===== config.mk =====
export PLATFORM = sky130hd
export DESIGN_NAME = rod_cutting_optimizer_unit
export DESIGN_NICKNAME = d
export VERILOG_FILES = /design/src/design/rco_pkg.sv /design/src/design/rod_cutting_optimizer_unit.sv /design/src/design/rco_datapath.sv /design/src/design/rco_ctrl.sv
export SDC_FILE = /design/constraint.sdc
export NUM_CORES = 2
export LEC_CHECK = 0
export BUFFER_PORTS_ARGS = -buffer_cell sky130_fd_sc_hd__buf_2
export CAP_MARGIN = 10
export CELL_PAD_IN_SITES_DETAIL_PLACEMENT = 0
export CELL_PAD_IN_SITES_GLOBAL_PLACEMENT = 1
export CORE_UTILIZATION = 55
export DETAILED_ROUTE_END_ITERATION = 6
export HOLD_SLACK_MARGIN = 0.08
export PLACE_DENSITY_LB_ADDON = 0.3
export SLEW_MARGIN = 40
export SYNTH_ARGS = -nofsm -noshare
export SYNTH_HDL_FRONTEND = slang
export SYNTH_SLANG_ARGS = --single-unit

===== constraint.sdc =====
create_clock -name clock -period 7.1 [get_ports clock]
set_input_delay 2.13 -clock clock [delete_from_list [all_inputs] [get_ports clock]]
set_output_delay 2.13 -clock clock [all_outputs]
set_load 0.1 [all_outputs]

===== src/design/rco_pkg.sv =====
// rco_pkg: shared constants, result codes and the control/status structs
// for the rod cutting optimizer; no dependencies, used by every module
`timescale 1ns / 1ps

package rco_pkg;

   // longest rod handled in one run (1..63)
   localparam int MAX_LENGTH = 32;

   localparam int PRICE_W = 16;
   localparam int REV_W   = 22;
   // lengths 0..MAX_LENGTH
   localparam int LEN_W   = $clog2(MAX_LENGTH + 1);
   // store index 0..MAX_LENGTH-1
   localparam int ADDR_W  = (MAX_LENGTH > 1) ? $clog2(MAX_LENGTH) : 1;

   // result kind codes
   localparam logic KIND_REVENUE = 1'b0;
   localparam logic KIND_PIECE   = 1'b1;

   // controller to datapath
   typedef struct packed {
      logic load_en;      // store the incoming price word
      logic issue;        // issue one compare-add step
      logic emit_rev;     // load the revenue word into the output register
      logic emit_piece;   // load one piece word into the output register
   } rco_cmd_type;

   // datapath to controller
   typedef struct packed {
      logic load_final;   // the price being stored ends the run
      logic issue_last;   // the step being issued is the final one
      logic out_free;     // output register can take a word this cycle
      logic piece_final;  // the piece being emitted finishes the cut
   } rco_status_type;

endpackage


===== src/design/rod_cutting_optimizer_unit.sv =====
// rod_cutting_optimizer_unit: rod cutting optimizer top level
// sequence: price words are stored while loading; after the last price come
// n(n+1)/2 compare-add steps and a drain state, then the revenue word, then a
// read state and an emit state per piece word; one run at a time, the solve
// paced by the single compare-add unit, one price and one revenue per cycle
// reset: synchronous; clears state, load count, pipeline valid, output valid
// depends on rco_pkg, rco_ctrl, rco_datapath
`timescale 1ns / 1ps

module rod_cutting_optimizer_unit (
   input  logic                        clock,
   input  logic                        reset,
   // price words
   input  logic                        req_valid,
   output logic                        req_ready,
   input  logic [rco_pkg::PRICE_W-1:0] req_piece_price,
   input  logic                        req_price_last,
   // result words: revenue, then the pieces of the cut
   output logic                        rsp_valid,
   input  logic                        rsp_ready,
   output logic                        rsp_result_kind,
   output logic [rco_pkg::REV_W-1:0]   rsp_result_value,
   output logic                        rsp_result_last
);

   rco_pkg::rco_cmd_type    cmd;
   rco_pkg::rco_status_type status;

   // sequencer: load, solve over (j, i), drain, emit revenue, walk the cut
   rco_ctrl u_ctrl (
      .clock     (clock),
      .reset     (reset),
      .req_valid (req_valid),
      .req_ready (req_ready),
      .status    (status),
      .cmd       (cmd)
   );

   // stores, compare-add stage and output register
   rco_datapath u_datapath (
      .clock            (clock),
      .reset            (reset),
      .cmd              (cmd),
      .status           (status),
      .req_piece_price  (req_piece_price),
      .req_price_last   (req_price_last),
      .rsp_valid        (rsp_valid),
      .rsp_ready        (rsp_ready),
      .rsp_result_kind  (rsp_result_kind),
      .rsp_result_value (rsp_result_value),
      .rsp_result_last  (rsp_result_last)
   );

endmodule


===== src/design/rco_datapath.sv =====
// rco_datapath: price, revenue and first-piece stores, compare-add pipeline,
// backtrack length counter and output register; depends on rco_pkg
`timescale 1ns / 1ps

module rco_datapath (
   input  logic                            clock,
   input  logic                            reset,
   input  rco_pkg::rco_cmd_type            cmd,
   output rco_pkg::rco_status_type         status,
   input  logic [rco_pkg::PRICE_W-1:0]     req_piece_price,
   input  logic                            req_price_last,
   output logic                            rsp_valid,
   input  logic                            rsp_ready,
   output logic                            rsp_result_kind,
   output logic [rco_pkg::REV_W-1:0]       rsp_result_value,
   output logic                            rsp_result_last
);

   // memories
   logic [rco_pkg::PRICE_W-1:0] price_mem [rco_pkg::MAX_LENGTH];
   logic [rco_pkg::REV_W-1:0]   best_mem  [rco_pkg::MAX_LENGTH];
   logic [rco_pkg::LEN_W-1:0]   first_mem [rco_pkg::MAX_LENGTH];

   logic [rco_pkg::PRICE_W-1:0] price_rd_ff;
   logic [rco_pkg::REV_W-1:0]   best_rd_ff;
   logic [rco_pkg::LEN_W-1:0]   first_rd_ff;

   // load and loop counters
   logic [rco_pkg::LEN_W-1:0] count_ff, count_in;
   logic [rco_pkg::LEN_W-1:0] n_ff, n_in;
   logic [rco_pkg::LEN_W-1:0] j_ff, j_in;
   logic [rco_pkg::LEN_W-1:0] i_ff, i_in;
   logic [rco_pkg::LEN_W-1:0] count_inc;

   // accumulate stage
   logic                      s1_valid_ff;
   logic                      s1_first_ff;
   logic                      s1_last_ff;
   logic [rco_pkg::LEN_W-1:0] s1_i_ff;
   logic [rco_pkg::LEN_W-1:0] s1_j_ff;
   logic [rco_pkg::REV_W-1:0] acc_ff, acc_in;
   logic [rco_pkg::LEN_W-1:0] pick_ff, pick_in;
   logic [rco_pkg::REV_W-1:0] sum;
   logic                      take;

   // backtrack
   logic [rco_pkg::LEN_W-1:0] len_ff, len_in;
   logic [rco_pkg::LEN_W-1:0] piece;
   logic [rco_pkg::LEN_W-1:0] len_left;

   // output register
   logic                      rsp_valid_ff, rsp_valid_in;
   logic                      rsp_kind_ff;
   logic [rco_pkg::REV_W-1:0] rsp_value_ff;
   logic                      rsp_last_ff;

   // addresses
   logic [rco_pkg::LEN_W-1:0]  price_idx;
   logic [rco_pkg::LEN_W-1:0]  best_idx;
   logic [rco_pkg::LEN_W-1:0]  wr_idx;
   logic [rco_pkg::LEN_W-1:0]  first_idx;
   logic [rco_pkg::ADDR_W-1:0] price_addr;
   logic [rco_pkg::ADDR_W-1:0] best_addr;
   logic [rco_pkg::ADDR_W-1:0] wr_addr;
   logic [rco_pkg::ADDR_W-1:0] first_addr;
   logic [rco_pkg::ADDR_W-1:0] load_addr;

   assign count_inc  = count_ff + rco_pkg::LEN_W'(1);
   assign price_idx  = i_ff - rco_pkg::LEN_W'(1);
   // best[0] reads as zero, so the address is parked when i equals j
   assign best_idx   = (i_ff == j_ff) ? '0 : (j_ff - i_ff - rco_pkg::LEN_W'(1));
   assign wr_idx     = s1_j_ff - rco_pkg::LEN_W'(1);
   assign first_idx  = len_ff - rco_pkg::LEN_W'(1);
   assign price_addr = price_idx[rco_pkg::ADDR_W-1:0];
   assign best_addr  = best_idx[rco_pkg::ADDR_W-1:0];
   assign wr_addr    = wr_idx[rco_pkg::ADDR_W-1:0];
   assign first_addr = first_idx[rco_pkg::ADDR_W-1:0];
   assign load_addr  = count_ff[rco_pkg::ADDR_W-1:0];

   // status
   assign status.load_final  = req_price_last ||
                               (count_inc == rco_pkg::LEN_W'(rco_pkg::MAX_LENGTH));
   assign status.issue_last  = (i_ff == rco_pkg::LEN_W'(1)) && (j_ff == n_ff);
   assign status.out_free    = !rsp_valid_ff || rsp_ready;
   assign status.piece_final = (len_left == '0);

   // memory ports
   always_ff @(posedge clock) begin
      if (cmd.load_en) begin
         price_mem[load_addr] <= req_piece_price;
      end
      if (s1_valid_ff && s1_last_ff) begin
         best_mem[wr_addr]  <= acc_in;
         first_mem[wr_addr] <= pick_in;
      end
      price_rd_ff <= price_mem[price_addr];
      best_rd_ff  <= best_mem[best_addr];
      first_rd_ff <= first_mem[first_addr];
   end

   // load count and loop indexes; i runs from j down to 1
   always_comb begin
      count_in = count_ff;
      n_in     = n_ff;
      j_in     = j_ff;
      i_in     = i_ff;
      if (cmd.load_en) begin
         if (status.load_final) begin
            count_in = '0;
            n_in     = count_inc;
            j_in     = rco_pkg::LEN_W'(1);
            i_in     = rco_pkg::LEN_W'(1);
         end else begin
            count_in = count_inc;
         end
      end else if (cmd.issue) begin
         if (i_ff == rco_pkg::LEN_W'(1)) begin
            j_in = j_ff + rco_pkg::LEN_W'(1);
            i_in = j_ff + rco_pkg::LEN_W'(1);
         end else begin
            i_in = i_ff - rco_pkg::LEN_W'(1);
         end
      end
   end

   // compare-add; >= keeps the smaller first piece on ties
   always_comb begin
      sum     = rco_pkg::REV_W'(price_rd_ff) + (s1_first_ff ? '0 : best_rd_ff);
      take    = s1_first_ff || (sum >= acc_ff);
      acc_in  = take ? sum : acc_ff;
      pick_in = take ? s1_i_ff : pick_ff;
   end

   // backtrack piece, guarded against out-of-range picks
   always_comb begin
      piece = first_rd_ff;
      if (first_rd_ff == '0 || first_rd_ff > len_ff) begin
         piece = len_ff;
      end
      len_left = len_ff - piece;
      len_in   = len_ff;
      if (cmd.emit_rev) begin
         len_in = n_ff;
      end else if (cmd.emit_piece) begin
         len_in = len_left;
      end
   end

   always_comb begin
      rsp_valid_in = rsp_valid_ff;
      if (cmd.emit_rev || cmd.emit_piece) begin
         rsp_valid_in = 1'b1;
      end else if (rsp_ready) begin
         rsp_valid_in = 1'b0;
      end
   end

   always_ff @(posedge clock) begin
      if (reset) begin
         count_ff     <= '0;
         s1_valid_ff  <= 1'b0;
         rsp_valid_ff <= 1'b0;
      end else begin
         count_ff     <= count_in;
         s1_valid_ff  <= cmd.issue;
         rsp_valid_ff <= rsp_valid_in;
      end
   end

   always_ff @(posedge clock) begin
      n_ff        <= n_in;
      j_ff        <= j_in;
      i_ff        <= i_in;
      len_ff      <= len_in;
      s1_i_ff     <= i_ff;
      s1_j_ff     <= j_ff;
      s1_first_ff <= (i_ff == j_ff);
      s1_last_ff  <= (i_ff == rco_pkg::LEN_W'(1));
      if (s1_valid_ff) begin
         acc_ff  <= acc_in;
         pick_ff <= pick_in;
      end
      if (cmd.emit_rev) begin
         rsp_kind_ff  <= rco_pkg::KIND_REVENUE;
         rsp_value_ff <= acc_ff;
         rsp_last_ff  <= 1'b0;
      end else if (cmd.emit_piece) begin
         rsp_kind_ff  <= rco_pkg::KIND_PIECE;
         rsp_value_ff <= rco_pkg::REV_W'(piece);
         rsp_last_ff  <= (len_left == '0);
      end
   end

   assign rsp_valid        = rsp_valid_ff;
   assign rsp_result_kind  = rsp_kind_ff;
   assign rsp_result_value = rsp_value_ff;
   assign rsp_result_last  = rsp_last_ff;

   a_emit_slot_free: assert property (@(posedge clock) disable iff (reset)
      (cmd.emit_rev || cmd.emit_piece) |-> (!rsp_valid_ff || rsp_ready))
      else $error("word loaded while output register held");

   a_piece_range: assert property (@(posedge clock) disable iff (reset)
      cmd.emit_piece |-> (piece != '0 && piece <= len_ff))
      else $error("piece outside remaining length");

   a_load_idle_pipe: assert property (@(posedge clock) disable iff (reset)
      cmd.load_en |-> !s1_valid_ff)
      else $error("price stored while solve pipeline busy");

   a_issue_bounds: assert property (@(posedge clock) disable iff (reset)
      cmd.issue |-> (i_ff != '0 && i_ff <= j_ff && j_ff <= n_ff))
      else $error("loop index out of range");

endmodule


===== src/design/rco_ctrl.sv =====
// rco_ctrl: sequencer for load, solve, drain and backtrack phases
// depends on rco_pkg for command and status structs
`timescale 1ns / 1ps

module rco_ctrl (
   input  logic                    clock,
   input  logic                    reset,
   input  logic                    req_valid,
   output logic                    req_ready,
   input  rco_pkg::rco_status_type status,
   output rco_pkg::rco_cmd_type    cmd
);

   localparam logic [2:0] S_LOAD  = 3'd0;
   localparam logic [2:0] S_SOLVE = 3'd1;
   localparam logic [2:0] S_DRAIN = 3'd2;
   localparam logic [2:0] S_REV   = 3'd3;
   localparam logic [2:0] S_PRD   = 3'd4;
   localparam logic [2:0] S_POUT  = 3'd5;

   logic [2:0] state_ff, state_in;

   assign req_ready = (state_ff == S_LOAD);

   always_comb begin
      state_in       = state_ff;
      cmd.load_en    = 1'b0;
      cmd.issue      = 1'b0;
      cmd.emit_rev   = 1'b0;
      cmd.emit_piece = 1'b0;
      unique case (state_ff)
         S_LOAD: begin
            cmd.load_en = req_valid;
            if (req_valid && status.load_final) begin
               state_in = S_SOLVE;
            end
         end
         S_SOLVE: begin
            cmd.issue = 1'b1;
            if (status.issue_last) begin
               state_in = S_DRAIN;
            end
         end
         S_DRAIN: begin
            state_in = S_REV;
         end
         S_REV: begin
            if (status.out_free) begin
               cmd.emit_rev = 1'b1;
               state_in     = S_PRD;
            end
         end
         S_PRD: begin
            state_in = S_POUT;
         end
         S_POUT: begin
            if (status.out_free) begin
               cmd.emit_piece = 1'b1;
               state_in       = status.piece_final ? S_LOAD : S_PRD;
            end
         end
         default: begin
            state_in = S_LOAD;
         end
      endcase
   end

   always_ff @(posedge clock) begin
      if (reset) begin
         state_ff <= S_LOAD;
      end else begin
         state_ff <= state_in;
      end
   end

   a_solve_ends_in_drain: assert property (@(posedge clock) disable iff (reset)
      (state_ff == S_SOLVE && status.issue_last) |=> (state_ff == S_DRAIN))
      else $error("solve did not drain after final step");

   a_no_accept_busy: assert property (@(posedge clock) disable iff (reset)
      (state_ff != S_LOAD) |-> !cmd.load_en)
      else $error("price stored outside load phase");

   a_one_emit: assert property (@(posedge clock) disable iff (reset)
      !(cmd.emit_rev && cmd.emit_piece))
      else $error("two words loaded at once");

endmodule

Word level (Yosys, flattened, before mapping)

Memories as Yosys holds them, arrays and structs flattened. A register that Yosys moved wholly into a read port is not among the register bits.
Cells that the tools add are included.

Output and inout port bits: 26
Memory bits (writable): 1408
Logic and storage cells: 99
Flip-flop bits (word level): 100
Memories kept: 3

Memories:

| memory               | words | width | read ports | clocked after memory_dff | write ports | RTL line           | source |
|---|---|---|---|---|---|---|---|
| u_datapath.best_mem  | 32    | 22    | 1          | 1                        | 1           | rco_datapath.sv:21 | `logic [rco_pkg::REV_W-1:0] best_mem [rco_pkg::MAX_LENGTH];` |
| u_datapath.price_mem | 32    | 16    | 1          | 1                        | 1           | rco_datapath.sv:20 | `logic [rco_pkg::PRICE_W-1:0] price_mem [rco_pkg::MAX_LENGTH];` |
| u_datapath.first_mem | 32    | 6     | 1          | 1                        | 1           | rco_datapath.sv:22 | `logic [rco_pkg::LEN_W-1:0] first_mem [rco_pkg::MAX_LENGTH];` |

Eq/ne operators: 14
Add/subtract/negate cells: 9
Reduce and logical (&&, ||, !) cells: 20
Order comparisons: 2
Mux-type cells: 34

Operators by type and width:

| cell                | count |
|---|---|
| $mux 22             | 4 |
| $mux 6              | 12 |
| $add 16x22->22      | 1 |
| $ge 22x22->1        | 1 |
| $pmux 3 s6          | 1 |
| $mux 3              | 5 |
| $sub 5x1->5 const B | 3 |
| $add 6x1->6 const B | 2 |
| $eq 6x6->1          | 2 |
| $logic_not 6->1     | 2 |
| $mux 1              | 11 |
| $reduce_bool 2->1   | 4 |
| $eq 3x2->1 const B  | 2 |
| $eq 3x3->1 const B  | 2 |
| $eq 6x1->1 const B  | 1 |
| $eq 6x6->1 const B  | 1 |
| $gt 6x6->1          | 1 |
| $ne 2x2->1 const B  | 3 |
| $sub 6x1->6 const B | 1 |
| $sub 6x6->6         | 1 |
| $logic_or 1x1->1    | 5 |
| $mux 5              | 1 |
| $sub 5x5->5         | 1 |
| $ne 2x1->1 const B  | 2 |
| other kinds (7)     | 10 |

Depth between registers and ports, before layout

Word-level depth: 8
Mapped depth: 19
Gate-level depth less buffers: 17

Modules after synthesis

A second synthesis with hierarchy kept.

Cell total of the unflattened synthesis: 3498
Area, all modules: 61965.7 µm²

By module, submodules not included:

| module       | cells an instance | seq. area each (µm²) | times used | area an instance (µm²) |
|---|---|---|---|---|
| rco_datapath | 3476              | 45844.0              | 1          | 61763.0 |
| rco_ctrl     | 22                | 60.1                 | 1          | 202.7 |

Worst setup path before layout

No wires, ideal clock.

Kind: reg-to-reg
Start point: reg u_datapath.s1_first_ff
End point: reg u_datapath.acc_ff[1] (netlist bit) (data pin)
Clock period less this slack: 5451 ps
Slack: 1649 ps
Data arrival time: 5060 ps
Stages on the path, launching flop included: 18
Path through: dfxtp_1 -> clkbuf_1 -> clkbuf_1 -> nor2b_1 -> ha_1 -> nand3_1 -> a211oi_2 -> nor2_1 -> o2111a_1 -> or4_1 -> a21oi_1 -> ha_1 -> and4_1 -> a211oi_1 -> nand2_1 -> a31oi_4 -> buf_6 -> mux2i_1

Longest elaborated chain between the ends: 5

RTL lines:

| item                                 | RTL line            | source |
|---|---|---|
| start: declaration                   | rco_datapath.sv:37  | `logic s1_first_ff;` |
| start signal: assignment             | rco_datapath.sv:177 | `s1_first_ff <= (i_ff == j_ff);` |
| $mux 22                              | rco_datapath.sv:128 | `sum = rco_pkg::REV_W'(price_rd_ff) + (s1_first_ff ? '0 : best_rd_ff);` |
| $add 16x22->22                       | rco_datapath.sv:128 |  |
| $ge 22x22->1                         | rco_datapath.sv:129 | `take = s1_first_ff \|\| (sum >= acc_ff);` |
| $logic_or 1x1->1                     | rco_datapath.sv:129 |  |
| $mux 22 *                            | rco_datapath.sv:130 | `acc_in = take ? sum : acc_ff;` |
| named net u_datapath.acc_in, one bit | rco_datapath.sv:41  | `logic [rco_pkg::REV_W-1:0] acc_ff, acc_in;` |
| end signal: assignment               | rco_datapath.sv:180 | `acc_ff <= acc_in;` |
| end: declaration                     | rco_datapath.sv:41  |  |

The timed path passes the listed nets; every way through them passes the cells marked *.
A chain may end at the register's enable or synchronous reset.

Worst setup path after layout

Start point: reg u_datapath.s1_first_ff
End point: mem u_datapath.best_mem[2][3] (netlist bit) (data pin)

Longest elaborated chain between the ends: 5

RTL lines:

| item                                 | RTL line |
|---|---|
| $mux 22                              | rco_datapath.sv:128 |
| $add 16x22->22                       | rco_datapath.sv:128 |
| $ge 22x22->1                         | rco_datapath.sv:129 |
| $logic_or 1x1->1                     | rco_datapath.sv:129 |
| $mux 22 *                            | rco_datapath.sv:130 |
| named net u_datapath.acc_in, one bit | rco_datapath.sv:41 |
| end: declaration                     | rco_datapath.sv:21 |

Marked as above.

==> results by stage <==
Global route:
- The largest net degree at the start of global routing is 113.
- The number of antenna violations at the first check in global routing is 12.
- The met1 routing resource usage after global routing is 37.4%.
- The met2 global-route usage is 48.6%.
- For this run the aggregate overflow at the end of global routing stands at 0.
- The met3 routing resource usage after global routing is 4.99%.
- In the global route stage, overall resource usage came out at 29.2%.
- The global-route wire length before repair is 233 mm.
- The routing layer with the top usage in global route is met2.
- The via count of the first global-routing pass came to 34100.

Clock tree:
- After clock tree synthesis, the repair step resized 0 gates.
- The clock sink count is 1552.
- The cell at the root of the clock tree is sky130_fd_sc_hd__clkbuf_16.
- Clock-pin slew was measured on the worst setup and hold paths at 60 ps.
- The number of buffers created by CTS is 155.
- The later-pin clock latency in the skew report is 770 ps.
- The number of setup buffers added after CTS is 0.
- The clock tree synthesis step divided the H-tree into 4 levels.
- In this run the deepest clock path goes through 3 buffers.
- Hold repair after CTS inserted 0 buffers.
- The clock tree from TritonCTS is yes.

Finish:
- The growth of design area from synthesis to finish is 12.4%.
- For this run, the share of the core covered by cells in the final layout is 62.6%.
- The number of fillers in the final layout is 7655.
- The top cell types in the final layout, fill and taps aside, are 1482 x sky130_fd_sc_hd__edfxtp_1, 221 x sky130_fd_sc_hd__nand2_1, 221 x sky130_fd_sc_hd__mux4_2.
- At the end of the flow, the number of nets in the layout was 3649.
- The library cell used most frequently in the layout, excluding fill and tap cells, is sky130_fd_sc_hd__edfxtp_1.
- The share of cells above drive strength 1 is 19.8%.

Floorplan:
- For this design the top-level I/O count stands at 47.
- The die covers 114000 um2.
- The die outline width is 337 um.
- The total area inside the core boundary comes to 111000 um2.
- The initial cell density of the core is 55.7%.
- Measured along the y axis, the die boundary spans 337 um.
- The number of rows in the core area is 122.

Timing:
- The final clock skew is 24.5 ps.
- The total negative slack is 0 ps.
- The total of endpoints with negative setup slack in the final report is 0.
- For the finished layout, the period the worst path requires is 6010 ps.
- The pin slew with the least headroom to its limit is 958 ps.
- The remaining max-slew budget at the tightest pin is 36.2%.
- Setup repair after global routing left no endpoint under its margin.
- For this run, the top clock speed supported by timing is 166 MHz.
- The number of pins exceeding their max-slew limit in the final report came to 0.
- The number of hold-slack violations in the final timing report is 0.
- After layout, the worst path uses 84.7% of the clock period.

Yosys:
- The net count of the mapped netlist is 3513.
- The synthesized design contains 1482 enable-type register cells.
- Yosys mapped the design onto 80 distinct sky130hd cell types.
- The fraction of registers with async set or reset after synthesis is 0%.
- The cell area that synthesis handed to floorplanning was 61900 um2.
- The synthesized design contains 1552 register bits.
- Synthesis produced a netlist whose cell count is 3428.
- For this run, the leading register cell type out of synthesis is sky130_fd_sc_hd__edfxtp_1.
- For this run, the number of Yosys warnings is 0.
- The area share of the largest cell type after synthesis is 71.9%.
- The synthesized design spends more area on one cell type than any other, namely sky130_fd_sc_hd__edfxtp_1.
- Ranked by total cell area, the synthesized netlist is headed by sky130_fd_sc_hd__edfxtp_1 72%, sky130_fd_sc_hd__mux4_2 8.0%, sky130_fd_sc_hd__mux2i_1 3.2%, sky130_fd_sc_hd__dfxtp_1 2.3%, sky130_fd_sc_hd__nand2_1 1.3%.
- Summing the sequential cell areas from Yosys gives 74.2% of the chip area.
- Averaged over all synthesized cells, the footprint is 18.1 um2.

Place:
- The number of buffer cells added on primary ports is 46.
- The detailed placement HPWL is 87.7 mm.
- The final weighted congestion in routability-driven placement is 0.913.

Setup path:
- STA classifies the critical path endpoint as a flip-flop.
- In this design, the stage delay of the slowest critical-path cell is 570 ps.
- Traced cell by cell, the critical path runs through buf_4, clkinv_1, nand2_1, inv_1, ha_1, a21oi_1, nand4b_1, a31o_1, a2111oi_4, nor2_2, xnor2_1, ha_1, a21o_1, a21o_1, nor3_1, a221oi_1, a31oi_4, buf_8, buf_4, mux2_2.
- The maximum net fanout on the critical path is 33.
- The worst setup path is launched from a flip-flop.
- The type of the worst setup path is reg -> reg.
- The largest individual stage delay along the critical path comes from the cell sky130_fd_sc_hd__mux2_2.
- Data arrives at the worst endpoint at 6420 ps.
- The endpoint required time on the critical path is 7510 ps.

Drt:
- The length of the first detailed-routing pass in iterations is 5.
- The wire length reported by the detailed router is 164 mm.
- The number of DRC violations after detailed routing is 0.
- Detailed routing inserted a total of 33800 vias.
- Using the TritonRoute via totals, the vias-per-cell ratio works out to 6.52.
- The remaining antenna violation count is 0.
- The final routed wire length divided by cell count is 31.6 um.
- In this run, the number of DRC markers left after iteration 0 of detailed routing was 4289.

Pwr:
- The completed layout was analyzed and its total power is 0.0272 W.
- The total power per unit cell area is 391 nW/um2.
- The leakage power is 22.8 nW.
- Across the VDD grid, the largest voltage drop is 0.363 mV.

Min path:
- The worst hold-check path type is reg -> reg.

Job:
- The max capacitance violation total is 0.

Run status:
- The flow ran to the end, and the final reports show no timing, DRC or antenna violations.
==> worst max-delay path: cells and delay by family, from the launching register on <==
| kind | cells | cell delay, ps |
|---|---|---|
| buf+inv | 5 | 1010 |
| flops | 1 | 550 |
| mux | 1 | 570 |
| fa+ha+maj | 2 | 560 |
| simple gates | 4 | 770 |
| xor+xnor | 1 | 250 |
| compound gates | 7 | 1920 |
==> area by class of cell <==
class	instances	area (um2)	area share [%]
antenna	1	2.50	0.00360
clock inverter	81	744	1.07
timing repair buffer	162	1200	1.72
inverter	57	214	0.308
clock buffer	197	4230	6.09
multi-input combinational	1636	15400	22.2
tap	1488	1860	2.68
sequential	1552	45900	66.0
==> per-stage QoR <==
step	cell area [um2]	setup slack, ps	hold WS, ps	instances
floorplan	61900	1650	343	3428
global placement	64400	1100	439	4885
CTS	69500	1120	456	5171
detailed placement	64600	1140	448	4893
finish	69600	1090	454	5174
global route	69600	763	502	5173
==> flip-flops by register name, summed over array words and instances, names as in the netlist, 16 cells and up <==
| name | flops |
|---|---|
| u_datapath.best_mem | 704 |
| u_datapath.price_mem | 512 |
| u_datapath.first_mem | 192 |
| u_datapath.acc_ff | 22 |
| u_datapath.best_rd_ff | 22 |
| u_datapath.rsp_result_value | 22 |
| u_datapath.price_rd_ff | 16 |
==> report_power, final <==
part	total (W)	switching [W]	internal, W
combinational	0.00638	0.00456	0.00181
clock	0.00801	0.00334	0.00468
sequential	0.0128	0.000108	0.0127
==> path summary, 6_finish.rpt <==
| kind | start | to | slack (ps) | cells after the start |
|---|---|---|---|---|
| max | u_datapath.s1_first_ff | u_datapath.best_mem[2][3] | 1090 | 20 |
| max reg2reg | u_datapath.s1_first_ff | u_datapath.best_mem[2][3] | 1090 | 20 |
| min reg2reg | u_datapath.rsp_result_kind | u_datapath.rsp_result_kind | 450 | 2 |
| min | u_datapath.rsp_result_kind | u_datapath.rsp_result_kind | 450 | 2 |
==> logic make-up after synthesis <==
| family | share of synthesized area, % |
|---|---|
| multiplexers | 12.1 |
| buffers and inverters | 1.68 |
| XOR/XNOR | 0.732 |
| AO/OA/AOI/OAI | 5.73 |
| AND/OR/NAND/NOR | 4.23 |
| adder cells (fa/ha/maj) | 1.33 |
| flip-flops | 74.2 |
==> layer usage <==
layer  share of wire (%)  wire, um
met5               0.048        79
met4                 4.8      7890
met3                 8.8     14300
met2                  49     80700
met1                  37     60500
==> synthesized netlist by cell type (45+ instances only) <==
library cell	n
sky130_fd_sc_hd__edfxtp_1	1482
sky130_fd_sc_hd__dfxtp_1	70
sky130_fd_sc_hd__mux4_2	221
sky130_fd_sc_hd__nand3_1	56
sky130_fd_sc_hd__nor3_1	62
sky130_fd_sc_hd__nor2_1	127
sky130_fd_sc_hd__mux2_2	45
sky130_fd_sc_hd__inv_1	53
sky130_fd_sc_hd__ha_1	61
sky130_fd_sc_hd__clkbuf_1	100
sky130_fd_sc_hd__buf_2	57
sky130_fd_sc_hd__o211ai_1	49
sky130_fd_sc_hd__mux2i_1	195
sky130_fd_sc_hd__o21a_1	68
sky130_fd_sc_hd__nand2_1	222
sky130_fd_sc_hd__o22ai_1	89
sky130_fd_sc_hd__a21oi_1	59
Power figures use the tool's default switching activity.
